$ cat config.mk
export PLATFORM = sky130hd
export DESIGN_NAME = dfpa_queue
export DESIGN_NICKNAME = d
export VERILOG_FILES = /design/src/hdl/dfpa_pkg.sv /design/src/hdl/dfpa_queue.sv
export SDC_FILE = /design/constraint.sdc
export NUM_CORES = 1
export LEC_CHECK = 0
export BUFFER_PORTS_ARGS = -buffer_cell sky130_fd_sc_hd__buf_2
export CORE_AREA = 8 8 254 256
export DETAILED_ROUTE_END_ITERATION = 16
export DIE_AREA = 0 0 262 264
export PLACE_DENSITY_LB_ADDON = 0.08
export SLEW_MARGIN = 30
export SYNTH_ARGS = -nofsm -noshare
export SYNTH_HDL_FRONTEND = slang
export SYNTH_SLANG_ARGS = --single-unit
$ cat constraint.sdc
create_clock -name clk -period 6 [get_ports clk]
set_input_delay 0.3 -clock clk [delete_from_list [all_inputs] [get_ports clk]]
set_output_delay 0.3 -clock clk [all_outputs]
set_load 0.01 [all_outputs]
$ cat src/hdl/dfpa_pkg.sv
package dfpa_pkg;

  // Number format
  localparam logic [19:0] FRAC_SCALE = 20'd1000000;
  localparam logic [31:0] WHOLE_MAX  = 32'd2147483647;
  // 10^19 / den / 10^7 folds into 10^12 / den
  localparam logic [51:0] RECIP_NUM  = 52'd1000000000000;

  // Default depth of the front-to-back job queue
  localparam int QUEUE_DEPTH = 4;

  // Operation codes
  localparam logic [1:0] MODE_ADD = 2'd0;
  localparam logic [1:0] MODE_SUB = 2'd1;
  localparam logic [1:0] MODE_MUL = 2'd2;
  localparam logic [1:0] MODE_DIV = 2'd3;

  // Status codes
  localparam logic [1:0] ST_OK   = 2'd0;
  localparam logic [1:0] ST_DIVZ = 2'd1;
  localparam logic [1:0] ST_SAT  = 2'd2;

  // Job kinds picked by the front end
  typedef enum logic [2:0] {
    K_ADDSUB,
    K_MUL,
    K_DIVZ,
    K_DINT,
    K_DFRAC,
    K_DBYF,
    K_DRECIP
  } dfpa_kind_t;

  typedef struct packed {
    logic [1:0]  mode;
    logic        a_sign;
    logic [30:0] a_whole;
    logic [19:0] a_frac;
    logic        b_sign;
    logic [30:0] b_whole;
    logic [19:0] b_frac;
  } dfpa_in_t;

  typedef struct packed {
    logic        result_sign;
    logic [30:0] result_whole;
    logic [19:0] result_frac;
    logic [1:0]  status;
  } dfpa_out_t;

  // Classified job handed from front to back
  typedef struct packed {
    dfpa_kind_t  kind;
    logic        sign;
    logic [51:0] num;
    logic [50:0] den;
    logic [30:0] aw;
    logic [19:0] af;
    logic [30:0] bw;
    logic [19:0] bf;
  } dfpa_job_t;

endpackage

$ cat src/hdl/dfpa_queue.sv
module dfpa_queue #(
  parameter int DEPTH = dfpa_pkg::QUEUE_DEPTH
) (
  input  logic                clk,
  input  logic                rst_n,
  input  logic                push,
  input  dfpa_pkg::dfpa_job_t wdata,
  input  logic                pop,
  output dfpa_pkg::dfpa_job_t rdata,
  output logic                full,
  output logic                empty
);
  import dfpa_pkg::*;

  localparam int AW = (DEPTH > 1) ? $clog2(DEPTH) : 1;
  localparam int CW = $clog2(DEPTH + 1);

  dfpa_job_t     mem [DEPTH];
  logic [AW-1:0] wr_ptr_r, wr_ptr_nxt;
  logic [AW-1:0] rd_ptr_r, rd_ptr_nxt;
  logic [CW-1:0] cnt_r, cnt_nxt;

  assign full  = (cnt_r == CW'(DEPTH));
  assign empty = (cnt_r == '0);
  assign rdata = mem[rd_ptr_r];

  // pointer and fill count update
  always_comb begin
    wr_ptr_nxt = wr_ptr_r;
    rd_ptr_nxt = rd_ptr_r;
    cnt_nxt    = cnt_r;
    if (push) begin
      wr_ptr_nxt = (wr_ptr_r == AW'(DEPTH - 1)) ? '0 : wr_ptr_r + 1'b1;
    end
    if (pop) begin
      rd_ptr_nxt = (rd_ptr_r == AW'(DEPTH - 1)) ? '0 : rd_ptr_r + 1'b1;
    end
    if (push && !pop) begin
      cnt_nxt = cnt_r + 1'b1;
    end else if (pop && !push) begin
      cnt_nxt = cnt_r - 1'b1;
    end
  end

  always_ff @(posedge clk) begin
    if (!rst_n) begin
      wr_ptr_r <= '0;
      rd_ptr_r <= '0;
      cnt_r    <= '0;
    end else begin
      wr_ptr_r <= wr_ptr_nxt;
      rd_ptr_r <= rd_ptr_nxt;
      cnt_r    <= cnt_nxt;
    end
  end

  always_ff @(posedge clk) begin
    if (push) begin
      mem[wr_ptr_r] <= wdata;
    end
  end

endmodule

==> summary.md <==
• dpl hpwl: 37.81 mm
• Fmax: 288.2 MHz
• number of design-rule violations left by the first detailed-router iteration: 944
• CP Data Required Time: 5700 ps
• Multi-input gate area: 4980 sq um
• global-route wire length before repair: 95.07 mm
• Worst Min Path Start: pop
• Max-cap violations: 0
• Worst Reg2Reg Path Length in Cells: 4
• critical path capture point type: output pin
• top post-synthesis cells by area: sky130_fd_sc_hd__edfxtp_1 (82%), sky130_fd_sc_hd__mux4_2 (15%), sky130_fd_sc_hd__dfxtp_1 (0.59%)
• buffers from clock root to sink, at most: 3
• actual transition at the worst max-transition pin: 928.5 ps
• cts repair resizes: 0
• placed cell count: 2317
• Reg2Reg Launch Point: wr_ptr_r[0]
• count of cell types in the netlist: 23
• WL final: 63.77 mm
• Clock Pin Slew Worst Setup and Hold Paths: 60 ps
• portion of synthesized cell area occupied by the leading cell type: 0.8215
• cell count after synthesis: 1135
• # rows: 91
• number of fill cells in the layout: 4265
• average cell area after synthesis: 26.93 sq um
• port buffer count: 423
• gpl congestion: 0.7114
• share of synthesized area occupied by flip-flops and latches: 0.8273
• critical path endpoint: rdata[82]
• power density of the placed cells: 337.0 nW/um^2
• critical path class: reg2out
• flops & latches, synth: 845
• Post-CTS Setup Repair Bufs: 0
• DRC violations left: 0
• DIE WIDTH: 262 microns
• share of post-route cells with drive strength above 1: 0.4035
• average wire per cell in the routed design: 23.76 microns
• clk_lat worst skew: 600 ps
• status: complete, no violations
• number of nets in the synthesized netlist: 1355
• Synthesis Warnings: 0
• vias in the first global route: 15433
• total standard cell area after synthesis: 30560 sq um
• GR Overflow Total: 0
• critical path data arrival time: 3170 ps
• number of sinks on the clock net: 845
• H-Tree Level Count: 3
• Max VDD drop: 268.6 uV
• average via count per standard cell: 5.352
• CTS tree: yes
• largest net degree at the start of global routing: 137
• Pre-Repair DR Iteration Count: 5
• end-of-flow core utilization: 0.6308
• end of the worst register-to-register path: mem[3][36]
• worst max-slew margin expressed relative to the limit: 0.3810
• unrepaired setup endpoints after global routing: no
• class of the tightest hold or removal check: in2reg
• full die area: 69170 sq um
• top-level I/O count: 424
• post-route antenna net violation count: 0
• Placement Cell Area: 33640 sq um
• via count of the routed design: 14365
• Final Net Count: 2045
• CTS buffer count: 85
• Setup violations, final: 0
• hold_ws: 53.25 ps
• final std cell area, no fill: 38350 sq um
• setup clock skew after layout: 17.38 ps
• number of hold-slack violations in the final timing report: 0
• Leakage: 12.96 nW
• total routing resource utilization after global routing: 0.1836
• share of the clock period used by the worst path after layout: 0.5783
• effective utilization at floorplan: 0.5026
• area added between synthesis and finish: 25.50%
• Fin Setup TNS: 0 ps
• max-slew violations: 0
• area taken by flip-flops and latches: 25290 sq um
• vertical die dimension: 264 microns
• clk root buf: sky130_fd_sc_hd__clkbuf_16
• total core area: 60800 sq um
• number of non-filler instances in the completed layout: 2684
• reg2reg setup slack: 3490 ps
• Critical Path Source Type: flop
• antenna violations before repair: 6
• Worst Path Max Fanout: 67
• Final min period: 3470 ps
• dominant cell type by area after synthesis: sky130_fd_sc_hd__edfxtp_1
[state kept, by name (all words and copies together), names as in the netlist, named ones only]
register / cells
mem: 836
cnt_r: 3
rd_ptr_r: 2
wr_ptr_r: 2
[Yosys cell counts]
cell	count
sky130_fd_sc_hd__mux2i_1	4
sky130_fd_sc_hd__clkbuf_1	2
sky130_fd_sc_hd__or3_1	1
sky130_fd_sc_hd__dfxtp_1	9
sky130_fd_sc_hd__nor3_1	2
sky130_fd_sc_hd__o21a_1	1
sky130_fd_sc_hd__ha_1	6
sky130_fd_sc_hd__buf_1	8
sky130_fd_sc_hd__and2_1	5
sky130_fd_sc_hd__mux4_2	209
sky130_fd_sc_hd__xnor2_1	1
sky130_fd_sc_hd__nor2b_1	5
sky130_fd_sc_hd__nor2_1	1
sky130_fd_sc_hd__buf_4	2
sky130_fd_sc_hd__o21ai_0	1
sky130_fd_sc_hd__buf_2	23
sky130_fd_sc_hd__edfxtp_1	836
sky130_fd_sc_hd__a21boi_0	1
sky130_fd_sc_hd__inv_1	4
sky130_fd_sc_hd__fa_1	1
sky130_fd_sc_hd__buf_6	11
sky130_fd_sc_hd__xor2_1	1
sky130_fd_sc_hd__nor3b_1	1
[through the flow]
step           power, W  setup WS (ps)
2_1_floorplan  0.007603          113.0
5_1_grt         0.01338           2260
3_5_place_dp   0.008080           3145
3_3_place_gp   0.008057           3134
4_1_cts         0.01310           2480
6_report        0.01293           2530
[how the worst min path moves through the flow]
stage,end,depth (start not counted),slack [ps]
finish,rd_ptr_r[1],3,50
global route,flop,3,60
CTS,rd_ptr_r[1],3,10
detailed placement,mem[3][206],1,520
global placement,cnt_r[2],2,490
floorplan,mem[0][0],0,400
[kinds of logic (layout without fill, tap and decap cells)]
kind of cell    count (synthesis)  after routing  share of synthesized area
flops                         845            845                     0.8273
mux                           213            213                     0.1553
buf+inv                        50            806                    0.01003
simple gates                   15             15                   0.002948
fa+ha+maj                       7              7                   0.003112
compound gates                  3              3                  0.0006551
xor+xnor                        2              2                  0.0005733
other cells                     0              3                          0
[cell usage in the layout, fill, tap and decap left out, types with 2 or more instances in the layout]
cell type and count:
sky130_fd_sc_hd__dfxtp_4 2, sky130_fd_sc_hd__mux4_2 209, sky130_fd_sc_hd__inv_1 4, sky130_fd_sc_hd__mux2i_1 4
sky130_fd_sc_hd__clkbuf_1 26, sky130_fd_sc_hd__inv_6 3, sky130_fd_sc_hd__diode_2 3, sky130_fd_sc_hd__buf_2 423
sky130_fd_sc_hd__clkinv_2 11, sky130_fd_sc_hd__clkinv_4 2, sky130_fd_sc_hd__dfxtp_1 7, sky130_fd_sc_hd__clkbuf_16 88
sky130_fd_sc_hd__nor3_1 2, sky130_fd_sc_hd__bufinv_16 3, sky130_fd_sc_hd__nor2b_1 5, sky130_fd_sc_hd__buf_12 7
sky130_fd_sc_hd__clkinv_1 18, sky130_fd_sc_hd__dlygate4sd3_1 210, sky130_fd_sc_hd__edfxtp_1 836, sky130_fd_sc_hd__and2_4 4
sky130_fd_sc_hd__ha_1 6, sky130_fd_sc_hd__buf_4 5, sky130_fd_sc_hd__buf_16 3
[cell type report]
cell class	count	area share
Timing Repair Buffer	649	0.1171
Inverter	4	0.0003915
Tap cell	790	0.02577
Clock buffer	114	0.05996
Sequential cell	845	0.6594
Multi-Input combinational cell	240	0.1298
Clock inverter	39	0.007308
Antenna cell	3	0.0001957
[timing repair]
item	4_1_cts	5_1_grt
hold buffers	210	0
endpoints found under the hold margin	845	0
endpoints found under the setup margin	0	0
[power by group]
part	total (W)	internal (W)	switching (W)
Clock	0.00489	0.00282	0.00207
Sequential	0.00684	0.00677	0.0000692
Combinational	0.00120	0.000562	0.000636
Total	0.0129	0.0102	0.00277
[worst max-delay path, cell delays in order (launching register included)]
cell and delay [ps]:
sky130_fd_sc_hd__dfxtp_4 860, sky130_fd_sc_hd__buf_12 330, sky130_fd_sc_hd__buf_16 390, sky130_fd_sc_hd__mux4_2 580
sky130_fd_sc_hd__buf_2 170
[per-layer routing]
layer	share of wire	global-route usage	vias to the layer above	routed length [microns]
li1	-	-	6334	-
met1	0.40	0.2368	7534	25410
met2	0.51	0.3033	404	32330
met3	0.076	0.05534	87	4819
met4	0.018	0.04944	6	1179
met5	0.00050	0	-	32
(Power assumes the default switching activity.)
