### src/hdl/dfpa_pkg.sv
package dfpa_pkg;

  // Number format
  localparam logic [19:0] FRAC_SCALE = 20'd1000000;
  localparam logic [31:0] WHOLE_MAX  = 32'd2147483647;
  // 10^19 / den / 10^7 folds into 10^12 / den
  localparam logic [51:0] RECIP_NUM  = 52'd1000000000000;

  // Default depth of the front-to-back job queue
  localparam int QUEUE_DEPTH = 4;

  // Operation codes
  localparam logic [1:0] MODE_ADD = 2'd0;
  localparam logic [1:0] MODE_SUB = 2'd1;
  localparam logic [1:0] MODE_MUL = 2'd2;
  localparam logic [1:0] MODE_DIV = 2'd3;

  // Status codes
  localparam logic [1:0] ST_OK   = 2'd0;
  localparam logic [1:0] ST_DIVZ = 2'd1;
  localparam logic [1:0] ST_SAT  = 2'd2;

  // Job kinds picked by the front end
  typedef enum logic [2:0] {
    K_ADDSUB,
    K_MUL,
    K_DIVZ,
    K_DINT,
    K_DFRAC,
    K_DBYF,
    K_DRECIP
  } dfpa_kind_t;

  typedef struct packed {
    logic [1:0]  mode;
    logic        a_sign;
    logic [30:0] a_whole;
    logic [19:0] a_frac;
    logic        b_sign;
    logic [30:0] b_whole;
    logic [19:0] b_frac;
  } dfpa_in_t;

  typedef struct packed {
    logic        result_sign;
    logic [30:0] result_whole;
    logic [19:0] result_frac;
    logic [1:0]  status;
  } dfpa_out_t;

  // Classified job handed from front to back
  typedef struct packed {
    dfpa_kind_t  kind;
    logic        sign;
    logic [51:0] num;
    logic [50:0] den;
    logic [30:0] aw;
    logic [19:0] af;
    logic [30:0] bw;
    logic [19:0] bf;
  } dfpa_job_t;

endpackage

### src/hdl/dfpa_front.sv
module dfpa_front (
  input  logic                clk,
  input  logic                rst_n,
  input  logic                in_valid,
  output logic                in_ready,
  input  dfpa_pkg::dfpa_in_t  in_data,
  input  logic                q_full,
  output logic                push,
  output dfpa_pkg::dfpa_job_t job
);
  import dfpa_pkg::*;

  typedef struct packed {
    logic [1:0]  mode;
    logic        as;
    logic [30:0] aw;
    logic [19:0] af;
    logic        bs;
    logic [30:0] bw;
    logic [19:0] bf;
    logic [50:0] msa;
    logic [50:0] msb;
    logic [39:0] maf;
  } f1_t;

  typedef struct packed {
    dfpa_kind_t  kind;
    logic        as;
    logic        sb;
    logic        psign;
    logic [30:0] aw;
    logic [19:0] af;
    logic [30:0] bw;
    logic [19:0] bf;
    logic [50:0] msa;
    logic [39:0] maf;
    logic [51:0] ma;
    logic [51:0] mb;
  } f2_t;

  logic adv;
  logic f1_vld_r, f2_vld_r;
  f1_t  f1_r, f1_nxt;
  f2_t  f2_r, f2_nxt;

  assign adv      = !q_full;
  assign in_ready = adv;
  assign push     = adv && f2_vld_r;

  // stage 1: scale whole parts, and a's fraction, by 10^6
  always_comb begin
    f1_nxt.mode = in_data.mode;
    f1_nxt.as   = in_data.a_sign;
    f1_nxt.aw   = in_data.a_whole;
    f1_nxt.af   = in_data.a_frac;
    f1_nxt.bs   = in_data.b_sign;
    f1_nxt.bw   = in_data.b_whole;
    f1_nxt.bf   = in_data.b_frac;
    f1_nxt.msa  = in_data.a_whole * FRAC_SCALE;
    f1_nxt.msb  = in_data.b_whole * FRAC_SCALE;
    f1_nxt.maf  = in_data.a_frac * FRAC_SCALE;
  end

  // stage 2: scaled values and job kind
  always_comb begin
    f2_nxt.as    = f1_r.as;
    f2_nxt.sb    = (f1_r.mode == MODE_SUB) ? ~f1_r.bs : f1_r.bs;
    f2_nxt.psign = f1_r.as ^ f1_r.bs;
    f2_nxt.aw    = f1_r.aw;
    f2_nxt.af    = f1_r.af;
    f2_nxt.bw    = f1_r.bw;
    f2_nxt.bf    = f1_r.bf;
    f2_nxt.msa   = f1_r.msa;
    f2_nxt.maf   = f1_r.maf;
    f2_nxt.ma    = 52'(f1_r.msa) + 52'(f1_r.af);
    f2_nxt.mb    = 52'(f1_r.msb) + 52'(f1_r.bf);
    if (f1_r.mode == MODE_ADD || f1_r.mode == MODE_SUB) begin
      f2_nxt.kind = K_ADDSUB;
    end else if (f1_r.mode == MODE_MUL) begin
      f2_nxt.kind = K_MUL;
    end else if (f1_r.bw == '0 && f1_r.bf == '0) begin
      f2_nxt.kind = K_DIVZ;
    end else if (f1_r.af == '0 && f1_r.bf == '0 && f1_r.aw != '0 && f1_r.bw != '0) begin
      f2_nxt.kind = K_DINT;
    end else if (f1_r.aw == '0 && f1_r.bw == '0 && f1_r.af != '0 && f1_r.bf != '0) begin
      f2_nxt.kind = K_DFRAC;
    end else if (f1_r.bw == '0) begin
      f2_nxt.kind = K_DBYF;
    end else begin
      f2_nxt.kind = K_DRECIP;
    end
  end

  always_ff @(posedge clk) begin
    if (!rst_n) begin
      f1_vld_r <= 1'b0;
      f2_vld_r <= 1'b0;
    end else if (adv) begin
      f1_vld_r <= in_valid;
      f2_vld_r <= f1_vld_r;
    end
  end

  always_ff @(posedge clk) begin
    if (adv) begin
      f1_r <= f1_nxt;
      f2_r <= f2_nxt;
    end
  end

  // stage 3: signed add/subtract and divider operands
  logic [51:0] sum;
  logic [52:0] diff;
  logic [51:0] mag;
  logic        asign;

  always_comb begin
    sum  = f2_r.ma + f2_r.mb;
    diff = {1'b0, f2_r.ma} - {1'b0, f2_r.mb};
    if (f2_r.as == f2_r.sb) begin
      mag   = sum;
      asign = f2_r.as;
    end else if (!diff[52]) begin
      mag   = diff[51:0];
      asign = f2_r.as;
    end else begin
      mag   = f2_r.mb - f2_r.ma;
      asign = f2_r.sb;
    end
    if (mag == '0) begin
      asign = 1'b0;
    end

    job.kind = f2_r.kind;
    job.sign = f2_r.psign;
    job.aw   = f2_r.aw;
    job.af   = f2_r.af;
    job.bw   = f2_r.bw;
    job.bf   = f2_r.bf;
    job.num  = '0;
    job.den  = 51'd1;
    case (f2_r.kind)
      K_ADDSUB: begin
        job.sign = asign;
        job.num  = mag;
        job.den  = 51'(FRAC_SCALE);
      end
      K_DIVZ: begin
        job.sign = 1'b0;
      end
      K_DINT: begin
        job.num = 52'(f2_r.msa);
        job.den = 51'(f2_r.bw);
      end
      K_DFRAC: begin
        job.num = 52'(f2_r.maf);
        job.den = 51'(f2_r.bf);
      end
      K_DBYF: begin
        job.num = f2_r.ma;
        job.den = 51'(f2_r.bf);
      end
      K_DRECIP: begin
        job.num = RECIP_NUM;
        job.den = f2_r.mb[50:0];
      end
      default: begin
        job.num = '0;
      end
    endcase
  end

endmodule

### config.mk
export PLATFORM = sky130hd
export DESIGN_NAME = dfpa_front
export DESIGN_NICKNAME = d
export VERILOG_FILES = /design/src/hdl/dfpa_pkg.sv /design/src/hdl/dfpa_front.sv
export SDC_FILE = /design/constraint.sdc
export NUM_CORES = 2
export LEC_CHECK = 0
export ABC_AREA = 1
export BUFFER_PORTS_ARGS = -buffer_cell sky130_fd_sc_hd__buf_2
export CAP_MARGIN = 30
export CORE_AREA = 2 2 348 350
export CTS_BUF_LIST = sky130_fd_sc_hd__clkbuf_16
export DETAILED_ROUTE_END_ITERATION = 12
export DIE_AREA = 0 0 350 352
export PLACE_DENSITY = 0.66
export SKIP_LAST_GASP = 1
export SLEW_MARGIN = 0
export SYNTH_ARGS = -nofsm -noshare
export SYNTH_HDL_FRONTEND = slang
export SYNTH_SLANG_ARGS = --single-unit
### constraint.sdc
create_clock -name clk -period 15.82 [get_ports clk]
set_input_delay 2.373 -clock clk [delete_from_list [all_inputs] [get_ports clk]]
set_output_delay 2.373 -clock clk [all_outputs]
set_load 0.01 [all_outputs]
==> results.py <==
metrics = {
    "synth": {
        "synthTopCellsByCount": "1,759 x nand2_1, 1,271 x inv_1, 599 x ha_1",
        "synth_edf_count": 494,
        "netlist_instances": 6461,
        "syn_area_um2": 52100,
        "synth_fp_nets": 7510,
        "synth_flop_cell": "edfxtp_1",
        "synth_area_per_cell_um2": 8.07,
        "seq_area_frac_synth_pct": 28.5,
        "ys_types": 58,
        "yosysWarnings": 0,
        "post-synth-top-count-cell": "nand2_1",
        "yosysTopAreaCellShare_pct": 28.5,
        "netlist_top_cells_area": "edfxtp_1 28%, ha_1 14%, fa_1 13%, nand2_1 13%, inv_1 9.2%",
        "synth_top_area_cell": "edfxtp_1",
        "synth-seq-cells": 496,
        "async_reset_ff_share_pct": 0,
    },
    "clocking": {
        "cts_made_buffers": 58,
        "cts_setup_buffers": 0,
        "cts_root_buf": "clkbuf_16",
        "clockBufferDepth": 3,
        "clk_latency_ns": 0.69,
        "cts_resized": 0,
        "clkSlewWorstSetupHoldPaths_ns": 0.06,
        "cts_num_sinks": 496,
        "holdBufCountCts": 0,
        "h-tree-depth": 2,
        "cts_tree": "yes",
    },
    "layout": {
        "finalNetCount": 7728,
        "area_delta_synth_final_pct": 8.98,
        "final_design_area_no_fill_um2": 56800,
        "drive_gt1_share_pct": 7.37,
    },
    "place": {
        "gp_congestion": 1.11,
        "portBuffers": 320,
        "placed_area_um2": 54700,
        "dpl.hpwl_um": 172000,
    },
    "drt": {
        "drt-pass1-iter-count": 6,
        "viasPerCell": 5.39,
        "dr_total_vias": 44900,
        "drt_iter0_drc": 4544,
        "routed_wl_um": 203000,
        "drtAntennaViolNets": 0,
        "route.detailed.wl_per_inst_um": 24.3,
        "drc": 0,
    },
    "floorplan": {
        "num_io_pins": 321,
        "die_x_um": 350,
        "dieArea_um2": 123000,
        "initial_core_util_pct": 43.7,
        "core-area_um2": 119000,
        "rows": 127,
        "die_y_um": 352,
    },
    "global_routing": {
        "antenna_found_initial": 6,
        "grt_start_max_net_pins": 80,
        "grt_pass1_wl_um": 293000,
        "grt-ovfl-total": 0,
        "grt_pass1_vias": 43900,
        "grt.total_usage_pct": 32.7,
    },
    "status": {
        "status": "complete, no violations",
    },
    "sta": {
        "fin_crit_ns": 8.17,
        "fin_skew_ns": 0.0470,
        "max_freq_mhz": 122,
        "period_share_pct": 51.6,
        "setup_viol": 0,
        "final_max_slew_viol_count": 0,
        "worst_slew_pin_slew_ns": 1.12,
        "hold_viol_final": 0,
        "rsz0062_at_grt": "no",
        "tns_ns": 0,
        "slew_headroom_pct": 25.6,
    },
    "critical_path": {
        "cp.arrival_ns": 5.80,
        "startpoint_type": "flop",
        "crit_path_end_kind": "primary output",
        "required_ns": 13.45,
        "path_max_fanout": 39,
        "path_class": "flop to primary output",
    },
    "run": {
        "cap_violations": 0,
    },
    "power": {
        "power.leakage_nw": 28.8,
        "powerDensity_nw_per_um2": 246,
        "ir_drop_mv": 0.163,
    },
    "min_path": {
        "hp-class": "flop to flop",
    },
}
==> critical path: stages (launching register included) <==
cell and delay [ns]:
edfxtp_1 0.47, inv_1 0.24, ha_1 0.65, nand2_2 0.27, inv_1 0.07, nand2_1 0.07
nand2_1 0.09, nand2_1 0.07, nand2_1 0.06, inv_1 0.07, nand2_1 0.07, nand2_1 0.11
nand2_1 0.10, nor2_4 0.38, buf_4 0.56, nand2_1 0.11, nand2_1 0.12, nand2_1 0.08
nand2_1 0.30, nand2_1 0.10, nor2_1 0.17, nand3b_1 0.23, nor2_1 0.21, nand2_1 0.20
nand2_1 0.12, nand2_1 0.05, buf_2 0.14
==> registers in the layout, summed over array words and instances (netlist names) <==
register  count
f2_vld_r      1
job         105
f1_vld_r      1
f2_r        168
f1_r        221
==> metal layers <==
layer	routed length (um)	up-vias	track usage, %
met5	46	-	0
met4	13500	8	17.8
li1	-	20900	-
met3	14800	369	4.76
met2	88000	1904	49.8
met1	86400	21800	44.6
==> worst paths after layout <==
path / from / to / slack [ns] / depth (start not counted)
worst max-delay path: f2_r[30] / job[205] / 7.65 / 26
worst min-delay path: f1_r[12] / f2_r[116] / 0.42 / 0
worst max register to register: f1_r[214] / f2_r[100] / 11.84 / 16
worst min register to register: f1_r[12] / f2_r[116] / 0.42 / 0
==> report_power, final <==
| group | switching [W] | internal [W] |
|---|---|---|
| combinational | 0.00685 | 0.00320 |
| sequential | 0.000329 | 0.00216 |
| clock | 0.000616 | 0.000834 |
| total | 0.00780 | 0.00620 |
==> placed cells by master, fill, tap and decap left out, types with 59 or more instances in the layout <==
| cell | Yosys | final |
|---|---|---|
| nor2_1 | 441 | 440 |
| o21ai_0 | 168 | 168 |
| ha_1 | 599 | 599 |
| clkbuf_16 | 0 | 59 |
| nand4_1 | 68 | 68 |
| nand2_1 | 1759 | 1759 |
| buf_2 | 23 | 321 |
| xnor2_1 | 69 | 68 |
| xor2_1 | 199 | 199 |
| a21oi_1 | 293 | 293 |
| edfxtp_1 | 494 | 494 |
| fa_1 | 340 | 340 |
| inv_1 | 1271 | 1274 |
| nand3_1 | 195 | 195 |
==> per-stage QoR <==
| step | total power [W] | utilization [%] | hold WS, ns | setup slack (ns) | cells |
|---|---|---|---|---|---|
| 2_1_floorplan | 0.00909 | - | 0.400 | 1.50 | 6461 |
| 3_3_place_gp | 0.0123 | 45.8 | 0.405 | 7.62 | 8226 |
| 3_5_place_dp | 0.0123 | 45.8 | 0.406 | 7.56 | 8228 |
| 4_1_cts | 0.0139 | 47.5 | 0.425 | 7.77 | 8338 |
| 5_1_grt | 0.0152 | 47.6 | 0.424 | 7.28 | 8341 |
| 6_report | 0.0140 | 47.6 | 0.422 | 7.65 | 8343 |
==> cell families after synthesis <==
family / share of synthesized area [%]
DFF: 28.5
and+or+nand+nor: 20.2
AOI/OAI and AO/OA: 7.58
xor gates and xnor gates: 4.50
adders and majority gates: 27.4
buffers and inverters: 11.7
==> layout make-up <==
type	count	area, um2
Fill cell	11800	62500
Multi-Input combinational cell	4488	31200
Sequential cell	496	14900
Inverter	1280	4810
Tap cell	1612	2020
Timing Repair Buffer	355	1900
Clock buffer	59	1480
Clock inverter	51	551
Antenna cell	2	5.00
Note: power is estimated with default switching activity, not from simulation.
